**src/hdl/wila_pkg.sv**
```systemverilog
//------------------------------------------------------------------------------
// wila_pkg
// Shared types and constants for the weighted interest lookup accumulator.
//------------------------------------------------------------------------------
`default_nettype none

package wila_pkg;

   localparam int TABLE_DEPTH = 1024;
   localparam int ADDR_W      = $clog2(TABLE_DEPTH);
   localparam int QUEUE_DEPTH = 8;
   localparam int QPTR_W      = $clog2(QUEUE_DEPTH);
   localparam int QCNT_W      = $clog2(QUEUE_DEPTH + 1);
   localparam int CSR_IDX_W   = 3;
   localparam int CSR_DATA_W  = 32;

   localparam logic FUNC_WRITE = 1'b0;
   localparam logic FUNC_MAP   = 1'b1;

   localparam logic signed [15:0] MIN_WEIGHT = 16'sd5;

   localparam logic signed [31:0] RST_MIN_VALUE     = 32'sd0;
   localparam logic [31:0]        RST_INVERSE_STEP  = 32'd65536;
   localparam logic signed [15:0] RST_MAP_WEIGHT    = 16'sd4096;
   localparam logic [14:0]        RST_MIN_VALID     = 15'd0;
   localparam logic signed [31:0] RST_MISSING_VALUE = -32'sd655294464;
   localparam logic               RST_MAP_ENABLE    = 1'b0;

   typedef enum logic [CSR_IDX_W-1:0] {
      CSR_MIN_VALUE     = 3'd0,
      CSR_INVERSE_STEP  = 3'd1,
      CSR_MAP_WEIGHT    = 3'd2,
      CSR_MIN_VALID     = 3'd3,
      CSR_MISSING_VALUE = 3'd4,
      CSR_MAP_ENABLE    = 3'd5
   } csr_index_type;

   typedef struct packed {
      logic               func;
      logic               first;
      logic signed [31:0] sample;
      logic [9:0]         entry_index;
      logic signed [15:0] entry_data;
   } req_type;

   typedef struct packed {
      logic signed [15:0] weighted_interest;
      logic signed [15:0] weight_used;
      logic               counted;
      logic signed [31:0] sum_interest_out;
      logic signed [31:0] sum_weight_out;
   } rsp_type;

   typedef struct packed {
      logic signed [31:0] min_value;
      logic [31:0]        inverse_step;
      logic signed [15:0] map_weight;
      logic [14:0]        min_valid_interest;
      logic signed [31:0] missing_value;
      logic               map_enable;
   } cfg_type;

   typedef struct packed {
      logic               first;
      logic               active;
      logic signed [15:0] interest;
   } q_item_type;

endpackage

`default_nettype wire

```
**src/hdl/wila_back.sv**
```systemverilog
//------------------------------------------------------------------------------
// wila_back
// Back end: threshold test, saturating accumulation and result register.
//------------------------------------------------------------------------------
`default_nettype none

module wila_back (
   input  logic                 clock,
   input  logic                 reset,
   input  logic                 q_valid,
   input  wila_pkg::q_item_type q_head,
   output logic                 q_pop,
   input  wila_pkg::cfg_type    cfg,
   output logic                 rsp_valid,
   output wila_pkg::rsp_type    rsp,
   input  logic                 rsp_pop
);
   import wila_pkg::*;

   function automatic logic signed [31:0] sat_add(input logic signed [31:0] a,
                                                  input logic signed [31:0] b);
      logic signed [32:0] s;
      s = {a[31], a} + {b[31], b};
      if (s[32] != s[31]) begin
         return s[32] ? 32'sh8000_0000 : 32'sh7fff_ffff;
      end
      return s[31:0];
   endfunction

   logic               take;
   logic               rsp_valid_ff, rsp_valid_in;
   rsp_type            rsp_ff, rsp_in;
   logic signed [31:0] sum_i_ff, sum_i_in;
   logic signed [31:0] sum_w_ff, sum_w_in;
   logic signed [31:0] base_i, base_w;
   logic signed [15:0] interest, wt;
   logic signed [16:0] i_ext, t_ext;
   logic               counted;

   always_comb begin
      take     = q_valid && (!rsp_valid_ff || rsp_pop);
      interest = q_head.active ? q_head.interest : 16'sd0;
      wt       = q_head.active ? cfg.map_weight : 16'sd0;
      i_ext    = {interest[15], interest};
      t_ext    = {2'b00, cfg.min_valid_interest};
      counted  = q_head.active
                 && ((cfg.map_weight >= MIN_WEIGHT) || (cfg.map_weight <= -MIN_WEIGHT))
                 && ((i_ext > t_ext) || (i_ext < -t_ext));
      base_i   = q_head.first ? 32'sd0 : sum_i_ff;
      base_w   = q_head.first ? 32'sd0 : sum_w_ff;
      if (counted) begin
         sum_i_in = sat_add(base_i, {{16{interest[15]}}, interest});
         sum_w_in = sat_add(base_w, {{16{wt[15]}}, wt});
      end else begin
         sum_i_in = base_i;
         sum_w_in = base_w;
      end
      rsp_in.weighted_interest = interest;
      rsp_in.weight_used       = wt;
      rsp_in.counted           = counted;
      rsp_in.sum_interest_out  = sum_i_in;
      rsp_in.sum_weight_out    = sum_w_in;
      if (take) begin
         rsp_valid_in = 1'b1;
      end else if (rsp_pop) begin
         rsp_valid_in = 1'b0;
      end else begin
         rsp_valid_in = rsp_valid_ff;
      end
   end

   always_ff @(posedge clock) begin
      if (reset) begin
         rsp_valid_ff <= 1'b0;
         sum_i_ff     <= '0;
         sum_w_ff     <= '0;
      end else begin
         rsp_valid_ff <= rsp_valid_in;
         if (take) begin
            sum_i_ff <= sum_i_in;
            sum_w_ff <= sum_w_in;
         end
      end
   end

   always_ff @(posedge clock) begin
      if (take) begin
         rsp_ff <= rsp_in;
      end
   end

   assign q_pop     = take;
   assign rsp_valid = rsp_valid_ff;
   assign rsp       = rsp_ff;

endmodule

`default_nettype wire

```
**config.mk**
```make
export PLATFORM = sky130hd
export DESIGN_NAME = wila_back
export DESIGN_NICKNAME = d
export VERILOG_FILES = /design/src/hdl/wila_pkg.sv /design/src/hdl/wila_back.sv
export SDC_FILE = /design/constraint.sdc
export NUM_CORES = 1
export LEC_CHECK = 0
export BUFFER_PORTS_ARGS = -buffer_cell sky130_fd_sc_hd__clkbuf_2
export CAP_MARGIN = 20
export CORE_MARGIN = 5
export CORE_UTILIZATION = 55
export DETAILED_ROUTE_END_ITERATION = 10
export PLACE_DENSITY = 0.81
export SLEW_MARGIN = 30
export SYNTH_ARGS = -nofsm -noshare
export SYNTH_HDL_FRONTEND = slang
export SYNTH_SLANG_ARGS = --single-unit
```
**constraint.sdc**
```tcl
create_clock -name clock -period 5.8 [get_ports clock]
set_input_delay 0.87 -clock clock [delete_from_list [all_inputs] [get_ports clock]]
set_output_delay 0.87 -clock clock [all_outputs]
set_load 0.05 [all_outputs]
```
==> summary.md <==
| Metric | Value |
|---|---|
| Worst endpoint required time | 6120 ps |
| Leakage power | 5.75 nW |
| GP Congestion | 0.935 |
| Antenna-violating nets left | 0 |
| Buffers added on ports | 151 |
| Detailed Place HPWL | 23000 um |
| Worst-path fanout max | 28 |
| IR drop worst, VDD | 0.191 mV |
| Core area | 20400 um2 |
| GRT Util Overall | 26.1% |
| Clock tree from TritonCTS | yes |
| Simple-Gate Fraction of Synth Area | 19.5% |
| Total CTS buffers | 17 |
| Initial drt markers | 1023 |
| Root Driver | clkbuf_16 |
| # DRC | 0 |
| Clock sinks | 162 |
| CTS Buffer Depth | 2 |
| CP delay by family, top | simple AND/OR/NAND/NOR gates |
| Synth async-reset ratio | 0% |
| Final hold vios | 0 |
| Ports | 249 |
| Starting Density | 56.2% |
| Vias | 10400 |
| FMAX | 0.215 GHz |
| CTS H-tree lvls | 4 |
| Commonest non-fill, non-tap cell in the layout | clkbuf_2 |
| Slew margin rel. | 35.4% |
| Worst-Margin Slew | 967 ps |
| FF+latch count, synth | 162 |
| Run status | complete, no violations |
| Area Overhead vs Synth | 14.5% |
| Routed length per instance | 18.6 um |
| Period minus WS final | 4650 ps |
| GR Overflow Total | 0 |
| Setup TNS | 0 ps |
| Post-synthesis mux area share | 0.667% |
| Yosys warnings | 0 |
| Worst setup EP type | register |
| Synth Area per Inst | 8.96 um2 |
| Most frequent cells in the layout | 151 x clkbuf_2, 146 x nand2_1, 110 x a21oi_1 |
| Antenna Cells | 0 |
| Post-synthesis xor/xnor area fraction | 5.34% |
| Cell mode on critical path | nor2_1 |
| Final Cycle Share | 80.2% |
| TritonRoute pass-1 iters | 5 |
| Synth Area in Adders | 10.8% |
| Mapped Cells | 1278 |
| CP Launch Type | primary input |
| Clk_lat worst skew | 440 ps |
| Synth Flop Type | edfxtp_1 |
| Setup repair bufs after CTS | 0 |
| Stages on worst setup path | 20 |
| Worst-path clk slew | 70 ps |
| RSZ-0062 raised after global routing | false |
| Seq/Total Area, Yosys | 36.8% |
| Die H | 154 um |
| Post-synthesis cell area | 11400 um2 |
| PwrDens | 233 nW/um2 |
| Setup CP Type | primary input to register |
| CP max-delay cell | or4_1 |
| Initial antenna violation count | 0 |
| Critical Path AT | 4970 ps |
| Worst Clk Skew | 11.1 ps |
| Post-cts hold buffer count | 0 |
| Worst r2r path cells | 14 |
| Fin nets | 1670 |
| Syn Nets | 1526 |
| Largest net degree at the start of global routing | 70 |
| Max Slew Vio Count | 0 |
| Max_cap viols | 0 |
| Setup Viol. Count Final | 0 |
| Rows | 52 |
| Buffers & Inverters on Critical Path | 3 |
| Hold Path Class | register to register |
| Largest family of logic cells by synthesized area | compound AO/OA/AOI/OAI gates |
| Vias per cell | 6.09 |
| Pwr Total | 3.05 mW |
| DRT Wirelength | 31700 um |
| Ratio of cells with drive above 1 in the final layout | 17.5% |
| Netlist cell types | 83 |
| Compound-cell area share of the yosys netlist | 23.0% |
| Vias in the first global route | 9954 |
| Die width | 154 um |
| Fill count | 1697 |
| Sequence of cells on the critical path | clkbuf_2 -> nor2_1 -> nand4_1 -> nor2_1 -> nand2_1 -> nor3_1 -> nand4_1 -> nor2_1 -> xnor2_1 -> ha_1 -> nand3_1 -> or3_1 -> a21oi_1 -> or4_1 -> a31oi_4 -> buf_4 -> o21ai_1 -> and2_1 -> buf_4 -> a22o_1 |
| Hold depth | 2 |
| First-pass GRT wire length | 51100 um |
| Die area | 23800 um2 |
| Number of synthesized flops with an enable pin | 97 |
| Cells resized by post-CTS repair | 0 |
| Crit path largest cell delay | 540 ps |
==> where the power goes <==
group          total, mW  switching (mW)  internal (mW)
clock network       1.13           0.521          0.606
registers           1.30          0.0189           1.28
logic              0.624           0.451          0.173
==> worst register-to-register path, stage by stage, from the launching register on <==
cell and delay (ps):
dfxtp_1 340, nor2b_1 140, ha_1 220, inv_1 70, fa_1 380, nand2b_1 200, a21oi_1 290, o31ai_1 210
a2111oi_2 440, nor3b_1 180, nand2b_1 240, o22ai_4 380, buf_4 320, a21oi_2 60, a21oi_1 260
==> per-layer routing <==
metal | routed length [um] | up-vias | GRT usage [%]
li1 | - | 4992 | -
met1 | 14400 | 4920 | 36.9
met2 | 14200 | 416 | 41.7
met3 | 2450 | 53 | 4.61
met4 | 661 | 0 | 7.11
met5 | 0 | - | 0
==> per-stage QoR <==
stage	utilization [%]	hold WS [ps]	instances	area [um2]	worst slack [ps]
2_1_floorplan	-	417	1278	11400	25.4
3_3_place_gp	61.5	427	1673	12500	843
3_5_place_dp	61.5	440	1673	12500	753
4_1_cts	64.3	452	1705	13100	1170
5_1_grt	64.3	472	1705	13100	864
6_report	64.3	452	1705	13100	1150
==> synthesized netlist by cell type (all sizes together), types with 5 or more instances <==
master     n  area share (%)
xor2      23             1.8
or2        5            0.27
a22o      22             1.7
o21bai    10            0.66
nor2      80             2.8
mux2       5            0.49
and4       5            0.38
clkbuf    32             1.1
ha        96              10
o21a       8            0.52
o31ai      8            0.52
o22ai      8            0.56
a211oi     8            0.52
a2bb2oi    9            0.69
o2111ai    5            0.38
nand2    149             5.0
nand4     17            0.93
a21o      36             2.4
nor3      17            0.74
o211ai    11            0.72
a31oi     13            0.82
o21ai     96             4.5
nand3     25             1.1
a221oi    14             1.1
a21oi    113             5.1
and3      14            0.78
edfxtp    97              25
nand2b     9            0.49
nor2b     72             3.9
and2      35             1.9
inv       45             1.5
buf       22             1.3
dfxtp     65              11
xnor2     46             3.6
==> cell type report <==
type | count | area, um2 | share of cell area, %
Clock buffer | 18 | 429 | 3.28
Clock inverter | 14 | 148 | 1.13
Inverter | 45 | 171 | 1.31
Multi-Input combinational cell | 1017 | 6810 | 52.0
Sequential cell | 162 | 4210 | 32.2
Tap cell | 270 | 338 | 2.58
Timing Repair Buffer | 179 | 991 | 7.56
==> path summary, 6_finish.rpt <==
| path | slack [ps] | endpoint | startpoint |
|---|---|---|---|
| worst max-delay path | 1150 | sum_i_ff[27] | cfg[35] |
| worst min-delay path | 450 | sum_w_ff[16] | sum_w_ff[16] |
| worst max register to register | 1880 | rsp[15] | sum_w_ff[0] |
| worst min register to register | 450 | sum_w_ff[16] | sum_w_ff[16] |
==> logic make-up (layout without fill, tap and decap cells) <==
logic type,Yosys count,in the layout
AO/OA/AOI/OAI,396,396
XOR/XNOR,69,69
adder cells (fa/ha/maj),98,98
buffers and inverters,99,256
flip-flops,162,162
multiplexers,7,7
AND/OR/NAND/NOR,447,447
==> sequential cells by signal, summed over array words and instances, names as in the netlist <==
signal     cells
rsp           97
rsp_valid      1
sum_i_ff      32
sum_w_ff      32
Power figures use the tool's default switching activity.
