--- src/hdl/wila_pkg.sv ---
//------------------------------------------------------------------------------
// wila_pkg
// Shared types and constants for the weighted interest lookup accumulator.
//------------------------------------------------------------------------------
`default_nettype none

package wila_pkg;

   localparam int TABLE_DEPTH = 1024;
   localparam int ADDR_W      = $clog2(TABLE_DEPTH);
   localparam int QUEUE_DEPTH = 8;
   localparam int QPTR_W      = $clog2(QUEUE_DEPTH);
   localparam int QCNT_W      = $clog2(QUEUE_DEPTH + 1);
   localparam int CSR_IDX_W   = 3;
   localparam int CSR_DATA_W  = 32;

   localparam logic FUNC_WRITE = 1'b0;
   localparam logic FUNC_MAP   = 1'b1;

   localparam logic signed [15:0] MIN_WEIGHT = 16'sd5;

   localparam logic signed [31:0] RST_MIN_VALUE     = 32'sd0;
   localparam logic [31:0]        RST_INVERSE_STEP  = 32'd65536;
   localparam logic signed [15:0] RST_MAP_WEIGHT    = 16'sd4096;
   localparam logic [14:0]        RST_MIN_VALID     = 15'd0;
   localparam logic signed [31:0] RST_MISSING_VALUE = -32'sd655294464;
   localparam logic               RST_MAP_ENABLE    = 1'b0;

   typedef enum logic [CSR_IDX_W-1:0] {
      CSR_MIN_VALUE     = 3'd0,
      CSR_INVERSE_STEP  = 3'd1,
      CSR_MAP_WEIGHT    = 3'd2,
      CSR_MIN_VALID     = 3'd3,
      CSR_MISSING_VALUE = 3'd4,
      CSR_MAP_ENABLE    = 3'd5
   } csr_index_type;

   typedef struct packed {
      logic               func;
      logic               first;
      logic signed [31:0] sample;
      logic [9:0]         entry_index;
      logic signed [15:0] entry_data;
   } req_type;

   typedef struct packed {
      logic signed [15:0] weighted_interest;
      logic signed [15:0] weight_used;
      logic               counted;
      logic signed [31:0] sum_interest_out;
      logic signed [31:0] sum_weight_out;
   } rsp_type;

   typedef struct packed {
      logic signed [31:0] min_value;
      logic [31:0]        inverse_step;
      logic signed [15:0] map_weight;
      logic [14:0]        min_valid_interest;
      logic signed [31:0] missing_value;
      logic               map_enable;
   } cfg_type;

   typedef struct packed {
      logic               first;
      logic               active;
      logic signed [15:0] interest;
   } q_item_type;

endpackage

`default_nettype wire

--- src/hdl/wila_front.sv ---
//------------------------------------------------------------------------------
// wila_front
// Front pipeline: missing/enable check, index multiply, clamp, table access.
//------------------------------------------------------------------------------
`default_nettype none

module wila_front (
   input  logic                       clock,
   input  logic                       reset,
   input  logic                       in_valid,
   input  wila_pkg::req_type          in_req,
   input  wila_pkg::cfg_type          cfg,
   output logic                       ram_we,
   output logic [wila_pkg::ADDR_W-1:0] ram_waddr,
   output logic [15:0]                ram_wdata,
   output logic                       ram_re,
   output logic [wila_pkg::ADDR_W-1:0] ram_raddr,
   input  logic [15:0]                ram_rdata,
   output logic                       q_push,
   output wila_pkg::q_item_type       q_item,
   output logic [1:0]                 inflight
);
   import wila_pkg::*;

   typedef struct packed {
      logic        func;
      logic        first;
      logic        active;
      logic        pos;
      logic [31:0] diff;
      logic [9:0]  index;
      logic [15:0] data;
   } s1_type;

   typedef struct packed {
      logic        func;
      logic        first;
      logic        active;
      logic        pos;
      logic [63:0] prod;
      logic [9:0]  index;
      logic [15:0] data;
   } s2_type;

   typedef struct packed {
      logic first;
      logic active;
   } s3_type;

   logic   s1_valid_ff, s2_valid_ff, s3_valid_ff;
   logic   s2_valid_in, s3_valid_in;
   s1_type s1_ff, s1_in;
   s2_type s2_ff, s2_in;
   s3_type s3_ff, s3_in;

   logic signed [32:0] diff_full;
   logic [32:0]        idx_raw;
   logic               in_range;

   always_comb begin
      diff_full    = {in_req.sample[31], in_req.sample} - {cfg.min_value[31], cfg.min_value};
      s1_in.func   = in_req.func;
      s1_in.first  = in_req.first;
      s1_in.active = cfg.map_enable && (in_req.sample != cfg.missing_value);
      s1_in.pos    = !diff_full[32] && (diff_full != 33'sd0);
      s1_in.diff   = diff_full[31:0];
      s1_in.index  = in_req.entry_index;
      s1_in.data   = in_req.entry_data;
   end

   always_comb begin
      s2_valid_in  = s1_valid_ff;
      s2_in.func   = s1_ff.func;
      s2_in.first  = s1_ff.first;
      s2_in.active = s1_ff.active;
      s2_in.pos    = s1_ff.pos;
      s2_in.prod   = s1_ff.diff * cfg.inverse_step;
      s2_in.index  = s1_ff.index;
      s2_in.data   = s1_ff.data;
   end

   // round to nearest: upper word plus the bit below it
   always_comb begin
      idx_raw  = {1'b0, s2_ff.prod[63:32]} + {32'b0, s2_ff.prod[31]};
      in_range = 32'(s2_ff.index) < 32'(TABLE_DEPTH);
      if (!s2_ff.pos) begin
         ram_raddr = '0;
      end else if (idx_raw > 33'(TABLE_DEPTH - 1)) begin
         ram_raddr = ADDR_W'(TABLE_DEPTH - 1);
      end else begin
         ram_raddr = idx_raw[ADDR_W-1:0];
      end
      ram_re       = s2_valid_ff && (s2_ff.func == FUNC_MAP);
      ram_we       = s2_valid_ff && (s2_ff.func == FUNC_WRITE) && in_range;
      ram_waddr    = ADDR_W'(s2_ff.index);
      ram_wdata    = s2_ff.data;
      s3_valid_in  = ram_re;
      s3_in.first  = s2_ff.first;
      s3_in.active = s2_ff.active;
   end

   always_ff @(posedge clock) begin
      if (reset) begin
         s1_valid_ff <= 1'b0;
         s2_valid_ff <= 1'b0;
         s3_valid_ff <= 1'b0;
      end else begin
         s1_valid_ff <= in_valid;
         s2_valid_ff <= s2_valid_in;
         s3_valid_ff <= s3_valid_in;
      end
   end

   always_ff @(posedge clock) begin
      s1_ff <= s1_in;
      s2_ff <= s2_in;
      s3_ff <= s3_in;
   end

   assign q_push          = s3_valid_ff;
   assign q_item.first    = s3_ff.first;
   assign q_item.active   = s3_ff.active;
   assign q_item.interest = ram_rdata;
   assign inflight        = {1'b0, s1_valid_ff} + {1'b0, s2_valid_ff} + {1'b0, s3_valid_ff};

endmodule

`default_nettype wire

--- config.mk ---
export PLATFORM = sky130hd
export DESIGN_NAME = wila_front
export DESIGN_NICKNAME = d
export VERILOG_FILES = /design/src/hdl/wila_pkg.sv /design/src/hdl/wila_front.sv
export SDC_FILE = /design/constraint.sdc
export NUM_CORES = 2
export LEC_CHECK = 0
export BUFFER_PORTS_ARGS = -buffer_cell sky130_fd_sc_hd__buf_2
export CAP_MARGIN = 25
export CORE_ASPECT_RATIO = 1.75
export CORE_MARGIN = 8
export CORE_UTILIZATION = 25
export CTS_BUF_LIST = sky130_fd_sc_hd__clkbuf_8 sky130_fd_sc_hd__clkbuf_16
export DETAILED_ROUTE_END_ITERATION = 10
export PLACE_DENSITY = 0.48
export SLEW_MARGIN = 20
export SYNTH_ARGS = -nofsm -noshare
export SYNTH_HDL_FRONTEND = slang
export SYNTH_SLANG_ARGS = --single-unit
--- constraint.sdc ---
create_clock -name clock -period 7.5 [get_ports clock]
set_clock_uncertainty 0.2 [all_clocks]
set_input_delay 0.75 -clock clock [delete_from_list [all_inputs] [get_ports clock]]
set_output_delay 0.75 -clock clock [all_outputs]
set_load 0.03 [all_outputs]
==> flow_summary.ini <==
[final_layout]
final_nets = 5944
instances_no_fill = 6592
areaGrowthSynthToFinish_pct = 18.3
final_layout_size_suffix_gt1_share_pct = 16.2

[critical_path]
cp-start-kind = input pin
arrival_ns = 7.84
critPathMaxFanout = 7
critPathCaptureType = flip-flop
path_class = in -> reg
cpMostUsedCell = fa_1
crit_family = adder cells
critical-path-max-stage-delay_ns = 0.58
ff2ff_setup_slack_ns = -0.15
crit_buf_inv = 9
slowest_stage = fa_2
cp.required_ns = 7.66

[timing]
hold_viol = 0
rsz0062_at_grt = yes
timing.final.ws_setup_ns = -0.177
slew_violations = 0
slew_headroom_pct = 58.3
setup_viol = 18
holdWs_ns = 0.121
fin_tns_setup_ns = -1.56
fmax_mhz = 130
worstMarginPinSlew_ns = 0.621
fin_crit_sh_pct = 102
finalCriticalPeriod_ns = 7.68

[route]
top_layer = met5
detail_route.first_pass.iterations = 5
route.met2.wl_um = 71100
routedWlPerCell_um = 18.2
wl_met3_um = 2910
routed-via-count = 28900
drc = 0
via_per_inst = 4.39
initialDrtViolationCount = 1131
routed_wl_um = 120000
postRouteAntennaNets = 0
wl_met1_um = 37900

[global_routing]
grt_pass1_wl_um = 185000
globalRoute.totalOverflow = 0
first_global_vias = 32900
grt_max_degree = 31
grt_usage_pct = 14.3
antenna_found_initial = 4

[cts]
hold_buffers = 0
cts_tree = built
numCtsBuffers = 17
root_buffer = clkbuf_16
cts.sinks = 130
path_clk_slew_ns = 0.06
htreeDepth = 4
clk_latency_ns = 0.47
ctsLongestPathBuffers = 2

[floorplanning]
pin_count = 266
die_h_um = 536
dieWidth_um = 313
start_util_pct = 25.1
dieArea_um2 = 168000
core.rowCount = 191
core_area_um2 = 154000

[yosys]
synth_fa_ha_area_share_pct = 55.9
synth-async-reset-ratio_pct = 0
synth_fp_nets = 5627
synth_top_family_by_area = adder cells
yosys.area.top_type = fa_1
muxShareOfSynthArea_pct = 0.181
yosys_warnings = 0
yosys-top-cells-area = fa_1, and2_1, ha_1
synth_cells = 4229
ys_seq_area_share_pct = 6.73
netlist.area_leader.share_pct = 46.4
synth_edf_count = 0
synth.distinct_cells = 72
synthXorXnorAreaFrac_pct = 2.36
syn_area_um2 = 38700
ys_seq_elements = 130
synthSimpleGateAreaFrac_pct = 17.6
synth_compound_area_share_pct = 5.24
syn_avg_cell_area_um2 = 9.14
synth_ff_type = dfxtp_1

[status]
outcome = complete, but fails checks
failed_checks = setup timing

[placed_design]
place_congestion = 0.879
io_buffers = 202
dp_cells = 6519
place_hpwl_um = 106000

[hold_path]
min_path_type = reg -> reg

[job]
max_cap_violations = 0
## cells in the mapped netlist, drive strengths merged (3+ instances only)
cell type	instances
a221oi	3
o311ai	4
dfxtp	130
clkbuf	204
a21o	53
xor2	29
o31ai	6
nand3	32
nor2b	15
nand2	486
or4	6
a31oi	14
a211oi	8
a21boi	11
o21ai	46
o211ai	9
or2	4
xnor2	73
buf	46
and2	603
nand4	35
or3	5
inv	934
nor2	64
a21oi	98
a2111oi	7
nor4	14
o21bai	7
fa	897
a41oi	4
nand2b	8
a211o	5
o21a	7
mux2i	7
nor3	16
o2111ai	3
ha	294
and3	16
## registers in the layout, indices dropped and copies added (netlist names)
name,cells
q_item,2
q_push,1
ram_waddr,10
ram_wdata,16
s1_ff,62
s1_valid_ff,1
s2_ff,37
s2_valid_ff,1
## worst paths after layout
path | from | endpoint | cells past startpoint
setup reg to reg | s1_ff[36] | s2_ff[82] | 26
hold reg to reg | s1_ff[0] | ram_wdata[0] | 0
hold / removal | s1_ff[0] | ram_wdata[0] | 0
setup / recovery | cfg[86] | s2_ff[82] | 27
## cell usage in the layout, fill, tap and decap left out, types with 9 or more instances in the layout
cell / instances
o21ai_1: 9
o21ai_0: 32
xor2_1: 29
a31oi_1: 11
a21oi_2: 16
a21o_1: 53
diode_2: 9
and2_1: 580
buf_4: 289
a21oi_1: 79
nor4_1: 10
buf_6: 31
nand2_1: 484
buf_2: 180
a21boi_1: 9
clkbuf_16: 17
nor3_1: 12
buf_12: 37
and3_1: 15
o211ai_1: 9
nor2b_1: 14
nand3_1: 29
ha_1: 279
xnor2_1: 70
nand4_1: 35
and2_4: 23
nor2_1: 60
fa_2: 24
ha_4: 14
fa_1: 873
dfxtp_1: 117
inv_2: 18
inv_1: 916
## repair_timing
item                                    in CTS  in global routing
cloned                                       0                  1
buffers inserted                            14                 23
gates resized for setup                     89                143
endpoints found under the setup margin      26                 30
pin swaps                                   50                 77
## worst reg2reg max path: stages, from the launching register on
cell,delay (ns)
dfxtp_4,0.40
buf_12,0.15
buf_8,0.11
and2_4,0.13
fa_1,0.54
inv_2,0.04
fa_1,0.55
inv_2,0.05
fa_1,0.47
fa_2,0.58
fa_2,0.49
fa_1,0.52
fa_1,0.56
inv_2,0.04
fa_1,0.54
inv_2,0.06
ha_4,0.27
and2_4,0.15
buf_12,0.10
nand3_4,0.05
or3_4,0.40
o21ai_4,0.24
a31oi_4,0.15
o41ai_4,0.25
buf_6,0.20
a41oi_2,0.13
xnor2_1,0.15
## final cells by class
cell class	instances	area (um2)
Clock inverter	13	186
Antenna cell	9	22.5
Clock buffer	17	425
Inverter	934	3510
Sequential cell	130	2630
Tap cell	2026	2530
Multi-Input combinational cell	2915	32200
Timing Repair Buffer	548	4300
Fill cell	16400	108000
## layer usage
metal | global-route usage, % | up-vias
met4 | 8.43 | 2
li1 | - | 13100
met1 | 13.3 | 15000
met5 | 0 | -
met3 | 1.16 | 247
met2 | 29.5 | 554
## cells by family after synthesis
logic type                 count (synthesis)
xor gates and xnor gates                 102
DFF                                      130
adders and majority gates               1191
and+or+nand+nor                         1310
AOI/OAI and AO/OA                        305
muxes                                      7
buffers and inverters                   1184
## through the flow
step / setup WS [ns] / utilization [%] / cell area [um2]
finish: -0.177 / 29.7 / 45800
global route: -0.379 / 29.7 / 45800
CTS: -0.196 / 29.3 / 45100
detailed placement: -0.899 / 28.6 / 44100
global placement: -0.817 / 28.6 / 44100
floorplan: 0.0000826 / - / 38900
Power is not shown: default switching activity piles up to over one toggle a cycle in this logic, so the estimate is an artifact.
