[src/hdl/wila_pkg.sv]
//------------------------------------------------------------------------------
// wila_pkg
// Shared types and constants for the weighted interest lookup accumulator.
//------------------------------------------------------------------------------
`default_nettype none

package wila_pkg;

   localparam int TABLE_DEPTH = 1024;
   localparam int ADDR_W      = $clog2(TABLE_DEPTH);
   localparam int QUEUE_DEPTH = 8;
   localparam int QPTR_W      = $clog2(QUEUE_DEPTH);
   localparam int QCNT_W      = $clog2(QUEUE_DEPTH + 1);
   localparam int CSR_IDX_W   = 3;
   localparam int CSR_DATA_W  = 32;

   localparam logic FUNC_WRITE = 1'b0;
   localparam logic FUNC_MAP   = 1'b1;

   localparam logic signed [15:0] MIN_WEIGHT = 16'sd5;

   localparam logic signed [31:0] RST_MIN_VALUE     = 32'sd0;
   localparam logic [31:0]        RST_INVERSE_STEP  = 32'd65536;
   localparam logic signed [15:0] RST_MAP_WEIGHT    = 16'sd4096;
   localparam logic [14:0]        RST_MIN_VALID     = 15'd0;
   localparam logic signed [31:0] RST_MISSING_VALUE = -32'sd655294464;
   localparam logic               RST_MAP_ENABLE    = 1'b0;

   typedef enum logic [CSR_IDX_W-1:0] {
      CSR_MIN_VALUE     = 3'd0,
      CSR_INVERSE_STEP  = 3'd1,
      CSR_MAP_WEIGHT    = 3'd2,
      CSR_MIN_VALID     = 3'd3,
      CSR_MISSING_VALUE = 3'd4,
      CSR_MAP_ENABLE    = 3'd5
   } csr_index_type;

   typedef struct packed {
      logic               func;
      logic               first;
      logic signed [31:0] sample;
      logic [9:0]         entry_index;
      logic signed [15:0] entry_data;
   } req_type;

   typedef struct packed {
      logic signed [15:0] weighted_interest;
      logic signed [15:0] weight_used;
      logic               counted;
      logic signed [31:0] sum_interest_out;
      logic signed [31:0] sum_weight_out;
   } rsp_type;

   typedef struct packed {
      logic signed [31:0] min_value;
      logic [31:0]        inverse_step;
      logic signed [15:0] map_weight;
      logic [14:0]        min_valid_interest;
      logic signed [31:0] missing_value;
      logic               map_enable;
   } cfg_type;

   typedef struct packed {
      logic               first;
      logic               active;
      logic signed [15:0] interest;
   } q_item_type;

endpackage

`default_nettype wire

[src/hdl/wila_queue.sv]
//------------------------------------------------------------------------------
// wila_queue
// Short queue of classified lookups between front and back.
//------------------------------------------------------------------------------
`default_nettype none

module wila_queue (
   input  logic                       clock,
   input  logic                       reset,
   input  logic                       push,
   input  wila_pkg::q_item_type       item_in,
   input  logic                       pop,
   output wila_pkg::q_item_type       head,
   output logic                       head_valid,
   output logic [wila_pkg::QCNT_W-1:0] count
);
   import wila_pkg::*;

   q_item_type        mem_ff [QUEUE_DEPTH];
   logic [QPTR_W-1:0] wr_ptr_ff, wr_ptr_in;
   logic [QPTR_W-1:0] rd_ptr_ff, rd_ptr_in;
   logic [QCNT_W-1:0] count_ff, count_in;

   always_comb begin
      wr_ptr_in = wr_ptr_ff;
      rd_ptr_in = rd_ptr_ff;
      count_in  = count_ff;
      if (push) begin
         wr_ptr_in = (wr_ptr_ff == QPTR_W'(QUEUE_DEPTH - 1)) ? '0 : wr_ptr_ff + 1'b1;
      end
      if (pop) begin
         rd_ptr_in = (rd_ptr_ff == QPTR_W'(QUEUE_DEPTH - 1)) ? '0 : rd_ptr_ff + 1'b1;
      end
      if (push && !pop) begin
         count_in = count_ff + 1'b1;
      end else if (pop && !push) begin
         count_in = count_ff - 1'b1;
      end
   end

   always_ff @(posedge clock) begin
      if (reset) begin
         wr_ptr_ff <= '0;
         rd_ptr_ff <= '0;
         count_ff  <= '0;
      end else begin
         wr_ptr_ff <= wr_ptr_in;
         rd_ptr_ff <= rd_ptr_in;
         count_ff  <= count_in;
      end
   end

   always_ff @(posedge clock) begin
      if (push) begin
         mem_ff[wr_ptr_ff] <= item_in;
      end
   end

   assign head       = mem_ff[rd_ptr_ff];
   assign head_valid = (count_ff != '0);
   assign count      = count_ff;

endmodule

`default_nettype wire

[config.mk]
export PLATFORM = sky130hd
export DESIGN_NAME = wila_queue
export DESIGN_NICKNAME = d
export VERILOG_FILES = /design/src/hdl/wila_pkg.sv /design/src/hdl/wila_queue.sv
export SDC_FILE = /design/constraint.sdc
export NUM_CORES = 1
export LEC_CHECK = 0
export ABC_AREA = 1
export BUFFER_PORTS_ARGS = -buffer_cell sky130_fd_sc_hd__buf_2
export CELL_PAD_IN_SITES_DETAIL_PLACEMENT = 0
export CELL_PAD_IN_SITES_GLOBAL_PLACEMENT = 1
export CORE_MARGIN = 2
export CORE_UTILIZATION = 52
export DETAILED_ROUTE_END_ITERATION = 10
export HOLD_SLACK_MARGIN = 0.06
export MAX_ROUTING_LAYER = met4
export PLACE_DENSITY_LB_ADDON = 0.3
export SYNTH_ARGS = -nofsm -noshare
export SYNTH_HDL_FRONTEND = slang
export SYNTH_SLANG_ARGS = --single-unit
[constraint.sdc]
create_clock -name clock -period 2.9 [get_ports clock]
set_input_delay 0.725 -clock clock [delete_from_list [all_inputs] [get_ports clock]]
set_output_delay 0.725 -clock clock [all_outputs]
set_load 0.02 [all_outputs]
==> summary.txt, run 1 <==
Placement
  – Hpwl dp: 7690 µm
  – Routability cong.: 0.796
  – Dpl cells: 772
  – Port-buffer cells: 44

Route
  – DRC violations left: 0
  – Post-route ant nets: 0
  – DR iter-0 viols: 337
  – Final WL: 13000 µm
  – Drt wl/cell: 16.2 µm
  – Via count: 4100
  – Drt pass-1 iters: 5
  – DR vias/cell: 5.11

Yosys
  – Post-Syn Instances: 568
  – Synth warn: 0
  – Syn Area/Cell: 11.4 µm²
  – Post-synth cell types: 20
  – Ys flop type: edfxtp_1
  – Number of enable flip-flop cells after synthesis: 144
  – Top cell type's share of synthesized area: 66.9%
  – Top cells by area, synth: edfxtp_1 67%, nor2_1 9.3%, nand2_1 6.3%
  – Commonest cells in the netlist: 160 x nor2_1, 144 x edfxtp_1, 108 x nand2_1
  – Cell with the most instances after synthesis: nor2_1
  – Yosys top cell by area: edfxtp_1
  – Seq/Total Area, Yosys: 70.9%
  – Register bit total from synthesis: 157
  – FFs w/ async S/R, synth: 0%
  – Post-Syn Nets: 598
  – Cell Area, Synth: 6460 µm²

STA
  – Min Tclk post-route: 2.60 ns
  – Final hold violations: 0
  – Final Cycle Share: 89.5%
  – Worst slew pin tran: 0.514 ns
  – RSZ-0062 raised after global routing: false
  – Max Transition Viols Final: 0
  – Final Skew: 0.00366 ns
  – Setup TNS: 0 ns
  – Slew Limit Headroom: 65.6%
  – Setup violations, final: 0
  – Maximum clock rate: 385 MHz

Power
  – VDD IR max: 0.346 mV
  – Pwr Density: 681 nW/µm²
  – Leakage: 2.82 nW

CTS
  – Clock sinks: 157
  – Clk root buf: clkbuf_16
  – Resized Gates After CTS: 0
  – Number of setup buffers added after CTS: 0
  – CTS tree: yes
  – Clock buffer depth: 2
  – Clock transition at the registers of the reported paths: 0.06 ns
  – Clk_lat worst skew: 0.41 ns
  – Inserted Clock Buffers: 17
  – H-tree Lvls: 4
  – Hold buffers post-CTS: 0

Finish
  – Share of cells above drive strength 1: 14.0%
  – Fin nets: 653
  – Post-route insts no fill: 803
  – Area Growth Syn to Fin: 13.2%
  – Diode count: 0

Floorplan
  – # IOs: 45
  – Initial core utilization: 53.6%
  – Core area: 12100 µm²
  – Die X: 115 µm
  – Die Y: 115 µm
  – Die area: 13300 µm²
  – Row count: 40

Critical path
  – Critical R2R Launch: wr_ptr_ff[0]$_SDFFE_PP0P_
  – Worst-path cell chain: buf_4 -> nor2_1 -> nor2_1 -> o21ai_0 -> nand2_1 -> nand2_1 -> nand2_1 -> buf_2
  – Crit path to: head[9]
  – RR Endpoint: mem_ff[0][0]$_DFFE_PP_
  – Crit end category: output pin
  – CP peak stage delay: 0.39 ns
  – Critical Path RT: 2.17 ns
  – Crit start category: flip-flop
  – Reg2Reg Setup Slack: 1.42 ns
  – CP max-delay cell: dfxtp_2
  – CP Max Fanout: 29
  – Worst Path Arrival: 1.87 ns
  – WS Path Type: reg -> out
  – Critical path's most frequent cell: nand2_1
  – Worst Reg-to-Reg Cells: 4

Global route
  – Number of global-route vias before repair: 4014
  – First-pass GRT wire length: 20400 µm
  – Gr usage total: 21.7%
  – GR Overflow Total: 0
  – Initial antenna violation count: 0
  – Largest net degree at the start of global routing: 73

Status
  – Status: finished, final reports clean

Worst hold path
  – HP Class: reg -> reg

Run
  – Max-Cap Viols: 0
[cell families (layout without fill, tap and decap cells)]
| family | Yosys count | count (layout) | share of synthesized area [%] |
|---|---|---|---|
| xor+xnor | 1 | 1 | 0.136 |
| fa+ha+maj | 8 | 8 | 1.67 |
| compound gates | 85 | 85 | 6.62 |
| flops | 157 | 157 | 70.9 |
| buf+inv | 43 | 110 | 4.59 |
| simple gates | 274 | 274 | 16.1 |
[worst max-delay path, delay by kind of cell (launching register included)]
family,cells,cell delay (ns)
AO/OA/AOI/OAI,1,0.12
AND/OR/NAND/NOR,5,0.44
flip-flops,1,0.39
buffers and inverters,2,0.50
[sequential cells by signal, indices dropped and copies added (netlist names), named ones only]
| signal | count |
|---|---|
| wr_ptr_ff | 3 |
| mem_ff | 144 |
| count | 4 |
| rd_ptr_ff | 3 |
[final cells by class]
type	instances	area [µm²]
Tap cell	168	210
Multi-Input combinational cell	368	1580
Timing Repair Buffer	61	373
Inverter	18	75.1
Clock inverter	12	56.3
Clock buffer	19	433
Sequential cell	157	4590
Fill cell	973	4750
[metrics by stage]
step	setup slack (ns)	utilization [%]	power, mW	hold slack [ns]	area, µm²
3_3_place_gp	0.738	56.6	3.17	0.479	6830
6_report	0.305	60.6	4.98	0.498	7310
4_1_cts	0.273	60.6	5.03	0.500	7310
3_5_place_dp	0.704	56.6	3.19	0.492	6830
2_1_floorplan	0.879	-	3.01	0.454	6460
5_1_grt	0.168	60.6	5.19	0.515	7310
[placed cells by master, fill, tap and decap left out]
| cell | n |
|---|---|
| buf_2 | 44 |
| o21ai_1 | 56 |
| buf_4 | 15 |
| edfxtp_1 | 144 |
| clkbuf_1 | 2 |
| o21ai_0 | 21 |
| dfxtp_2 | 1 |
| inv_4 | 1 |
| clkbuf_16 | 17 |
| nand2_1 | 108 |
| clkinv_2 | 6 |
| fa_1 | 1 |
| or2_2 | 1 |
| clkinvlp_4 | 1 |
| dfxtp_1 | 12 |
| xor2_1 | 1 |
| a21oi_1 | 7 |
| a211oi_1 | 1 |
| inv_6 | 1 |
| buf_12 | 2 |
| inv_1 | 15 |
| clkinv_1 | 6 |
| ha_1 | 7 |
| nand3_1 | 5 |
| nor2_1 | 160 |
[per-layer routing]
metal	routed length, µm	share of wire [%]	global-route usage, %	vias to the layer above
li1	-	-	-	2040
met1	5430	42	27.3	1937
met2	6680	51	35.1	111
met3	753	5.8	3.97	12
met4	174	1.3	8.59	0
met5	0	0	-	-
[power breakdown]
part           switching [mW]  total, mW  internal [mW]
registers              0.0288       2.57           2.54
logic                   0.384      0.562          0.177
clock network           0.792       1.85           1.06
[how the worst min path moves through the flow]
| stage | start | cells past startpoint | to | slack [ns] |
|---|---|---|---|---|
| after detailed placement | rd_ptr_ff[1]$_SDFFE_PP0P_ | 2 | rd_ptr_ff[1]$_SDFFE_PP0P_ | 0.49 |
| after global routing | rd_ptr_ff[1]$_SDFFE_PP0P_ | 2 | rd_ptr_ff[1]$_SDFFE_PP0P_ | 0.52 |
| after global placement | wr_ptr_ff[0]$_SDFFE_PP0P_ | 2 | wr_ptr_ff[0]$_SDFFE_PP0P_ | 0.48 |
| after floorplan | rd_ptr_ff[0]$_SDFFE_PP0P_ | 1 | flip-flop | 0.45 |
| final | rd_ptr_ff[1]$_SDFFE_PP0P_ | 2 | rd_ptr_ff[1]$_SDFFE_PP0P_ | 0.50 |
| after CTS | wr_ptr_ff[0]$_SDFFE_PP0P_ | 2 | wr_ptr_ff[0]$_SDFFE_PP0P_ | 0.50 |
Power figures use the tool's default switching activity.
==> inputs of run 2 (changes only) <==
--- a/config.mk
+++ b/config.mk
@@ -9,6 +9,7 @@
 export BUFFER_PORTS_ARGS = -buffer_cell sky130_fd_sc_hd__buf_2
 export CELL_PAD_IN_SITES_DETAIL_PLACEMENT = 0
 export CELL_PAD_IN_SITES_GLOBAL_PLACEMENT = 1
+export CORE_ASPECT_RATIO = 0.75
 export CORE_MARGIN = 2
 export CORE_UTILIZATION = 52
 export DETAILED_ROUTE_END_ITERATION = 10
==> run 2 against run 1 <==
- via count rose by 0.49%
- non-clock buffer count stayed put
- worst setup slack got worse by 0.11 ns
- sequential cell count stayed put
- utilization rose by 0.75 points
- die area about the same
- clock skew rose by 0.0044 ns
- critical endpoint is now head[10]
==> summary.txt, run 2 (synthesis gave the netlist of run 1 again) <==
Status
  – Status: finished, final reports clean (unchanged)

Floorplan
  – Die X: 133 µm (was 115 µm)
  – # IOs: 45 (unchanged)
  – Core area: 12200 µm² (was 12100 µm²)
  – Initial core utilization: 52.9% (was 53.6%)
  – Die area: 13300 µm² (about the same)
  – Die Y: 101 µm (was 115 µm)
  – Row count: 35 (was 40)

CTS
  – Inserted Clock Buffers: 17 (unchanged)
  – Clock buffer depth: 2 (unchanged)
  – Number of setup buffers added after CTS: 0 (unchanged)
  – Clk_lat worst skew: 0.41 ns (about the same)
  – CTS tree: yes (unchanged)
  – Hold buffers post-CTS: 0 (unchanged)
  – Resized Gates After CTS: 0 (unchanged)
  – Clock sinks: 157 (unchanged)
  – Clock transition at the registers of the reported paths: 0.06 ns (about the same)
  – H-tree Lvls: 4 (unchanged)
  – Clk root buf: clkbuf_16 (unchanged)

Placement
  – Dpl ws: 0.639 ns (was 0.704 ns)
  – Hpwl dp: 7430 µm (was 7690 µm)
  – Routability cong.: 0.716 (was 0.796)
  – Port-buffer cells: 44 (unchanged)

Global route
  – Initial antenna violation count: 0 (unchanged)
  – Largest net degree at the start of global routing: 73 (unchanged)
  – GR Overflow Total: 0 (unchanged)
  – Gr usage total: 21.4% (was 21.7%)
  – Number of global-route vias before repair: 3949 (was 4014)
  – First-pass GRT wire length: 20500 µm (was 20400 µm)

STA
  – Final hold violations: 0 (unchanged)
  – RSZ-0062 raised after global routing: false (unchanged)
  – Fin Hold WS: 0.492 ns (was 0.498 ns)
  – Final Skew: 0.00805 ns (was 0.00366 ns)
  – Worst slew pin tran: 0.630 ns (was 0.514 ns)
  – Slew Limit Headroom: 57.8% (was 65.6%)
  – Setup TNS: 0 ns (unchanged)
  – Max Transition Viols Final: 0 (unchanged)
  – Setup violations, final: 0 (unchanged)
  – Final Cycle Share: 93.1% (was 89.5%)
  – Fin worst setup slack: 0.200 ns (was 0.305 ns)
  – Min Tclk post-route: 2.70 ns (was 2.60 ns)
  – Maximum clock rate: 370 MHz (was 385 MHz)

Critical path
  – WS Path Type: reg -> out (unchanged)
  – Worst Path Arrival: 1.98 ns (was 1.87 ns)
  – RR Endpoint: mem_ff[6][15]$_DFFE_PP_ (was mem_ff[0][0]$_DFFE_PP_)
  – Critical path's most frequent cell: nand2_1 (unchanged)
  – Worst-path cell chain: inv_6 -> o21ai_0 -> nand2_1 -> nand2_1 -> nand2_1 -> buf_2 (was buf_4 -> nor2_1 -> nor2_1 -> o21ai_0 -> nand2_1 -> nand2_1 -> nand2_1 -> buf_2)
  – Crit end category: output pin (unchanged)
  – Critical Path RT: 2.17 ns (about the same)
  – Critical R2R Launch: wr_ptr_ff[1]$_SDFFE_PP0P_ (was wr_ptr_ff[0]$_SDFFE_PP0P_)
  – Crit start category: flip-flop (unchanged)
  – Buf+Inv Stages, Crit Path: 2 (unchanged)
  – CP max-delay cell: dfxtp_2 (unchanged)
  – Worst Reg-to-Reg Cells: 3 (was 4)
  – Top Family by Delay on Critical Path: flip-flops (was buffers and inverters)
  – Reg2Reg Setup Slack: 1.32 ns (was 1.42 ns)
  – CP Max Fanout: 72 (was 29)
  – CP peak stage delay: 0.63 ns (was 0.39 ns)

Power
  – VDD IR max: 0.400 mV (was 0.346 mV)
  – Leakage: 2.88 nW (was 2.82 nW)
  – Total design power: 5.55 mW (was 4.98 mW)
  – Pwr Density: 740 nW/µm² (was 681 nW/µm²)

Finish
  – Commonest non-fill, non-tap cell in the layout: nor2_1 (unchanged)
  – Storage element area: 4590 µm² (unchanged)
  – Diode count: 0 (unchanged)
  – Number of flip-flops in the largest register: 144 (unchanged)
  – Multi-input combinational cell area: 1590 µm² (was 1580 µm²)
  – Commonest cells after routing, fill and taps aside: 156 x nor2_1, 144 x edfxtp_1, 108 x nand2_1, 56 x o21ai_1, 44 x buf_2 (was 160 x nor2_1, 144 x edfxtp_1, 108 x nand2_1, 56 x o21ai_1, 44 x buf_2)
  – Area Growth Syn to Fin: 16.1% (was 13.2%)
  – Top reg by flops: mem_ff (unchanged)
  – Share of cells above drive strength 1: 15.7% (was 14.0%)
  – Filler instances: 940 (was 973)
  – Fin nets: 653 (unchanged)

Route
  – Via count: 4120 (was 4100)
  – Post-route ant nets: 0 (unchanged)
  – Drt pass-1 iters: 5 (unchanged)
  – Drt wl/cell: 16.0 µm (was 16.2 µm)
  – DRC violations left: 0 (unchanged)
  – DR iter-0 viols: 281 (was 337)
  – DR vias/cell: 5.14 (was 5.11)
  – Final WL: 12900 µm (was 13000 µm)

Worst hold path
  – Hold_sp: rd_ptr_ff[1]$_SDFFE_PP0P_ (unchanged)
  – HP Class: reg -> reg (unchanged)
  – Worst hold path stage count: 2 (unchanged)

Run
  – Max-Cap Viols: 0 (unchanged)
[run 2: changes by cell type in the layout (fill, tap and decap cells not counted)]
cell	change
clkinv_1	-5
clkinv_4	+2
nor2_1	-4
clkinvlp_4	+2
nor2_2	+4
bufinv_16	+5
buf_12	+1
clkbuf_8	+1
clkinv_2	-5
inv_6	+2
buf_4	-1
clkbuf_1	-1
[run 2: how the worst max path moves through the flow]
stage	from	endpoint	slack (ns)	cells past startpoint
after detailed placement	flip-flop	head[10]	0.64	6
after floorplan	push	mem_ff[1][0]$_DFFE_PP_	0.88	2
after global placement	flip-flop	head[14]	0.65	8
after CTS	flip-flop	head[10]	0.19	6
after global routing	flip-flop	head[5]	0.02	6
final	flip-flop	head[10]	0.20	6
[run 2: through the flow]
step	std cells	util, %	cell area [µm²]
2_1_floorplan	568	-	6460
3_3_place_gp	770	56.0	6850
3_5_place_dp	770	56.0	6850
5_1_grt	802	61.4	7500
6_report	802	61.4	7500
4_1_cts	802	61.4	7500
[run 2: worst reg2reg max path, cell delays in order, from the launching register on]
cell and delay, ns:
dfxtp_1 0.41, nand2_1 0.11, nor2_1 0.51, buf_12 0.25
[run 2: area by class of cell]
type / instances / share of cell area (%)
multi-input combinational: 368 / 21.2
clock inverter: 13 / 2.84
timing repair buffer: 61 / 5.14
sequential: 157 / 61.1
tap: 166 / 2.77
clock buffer: 19 / 5.90
inverter: 18 / 1.00
[run 2: layer usage]
metal  wire length (µm)  up-vias  GRT usage (%)
li1                   -     2040              -
met1               5980     1950           27.5
met2               6140      108           34.4
met3                565       22           5.18
met4                192        0           5.96
met5                  0        -              -
[run 2: power by group]
group	switching [mW]	leakage (nW)	total, mW	internal [mW]
sequential	0.0344	1.42	2.58	2.54
combinational	0.375	1.16	0.552	0.177
clock	0.862	0.310	2.42	1.56
total	1.27	2.88	5.55	4.28
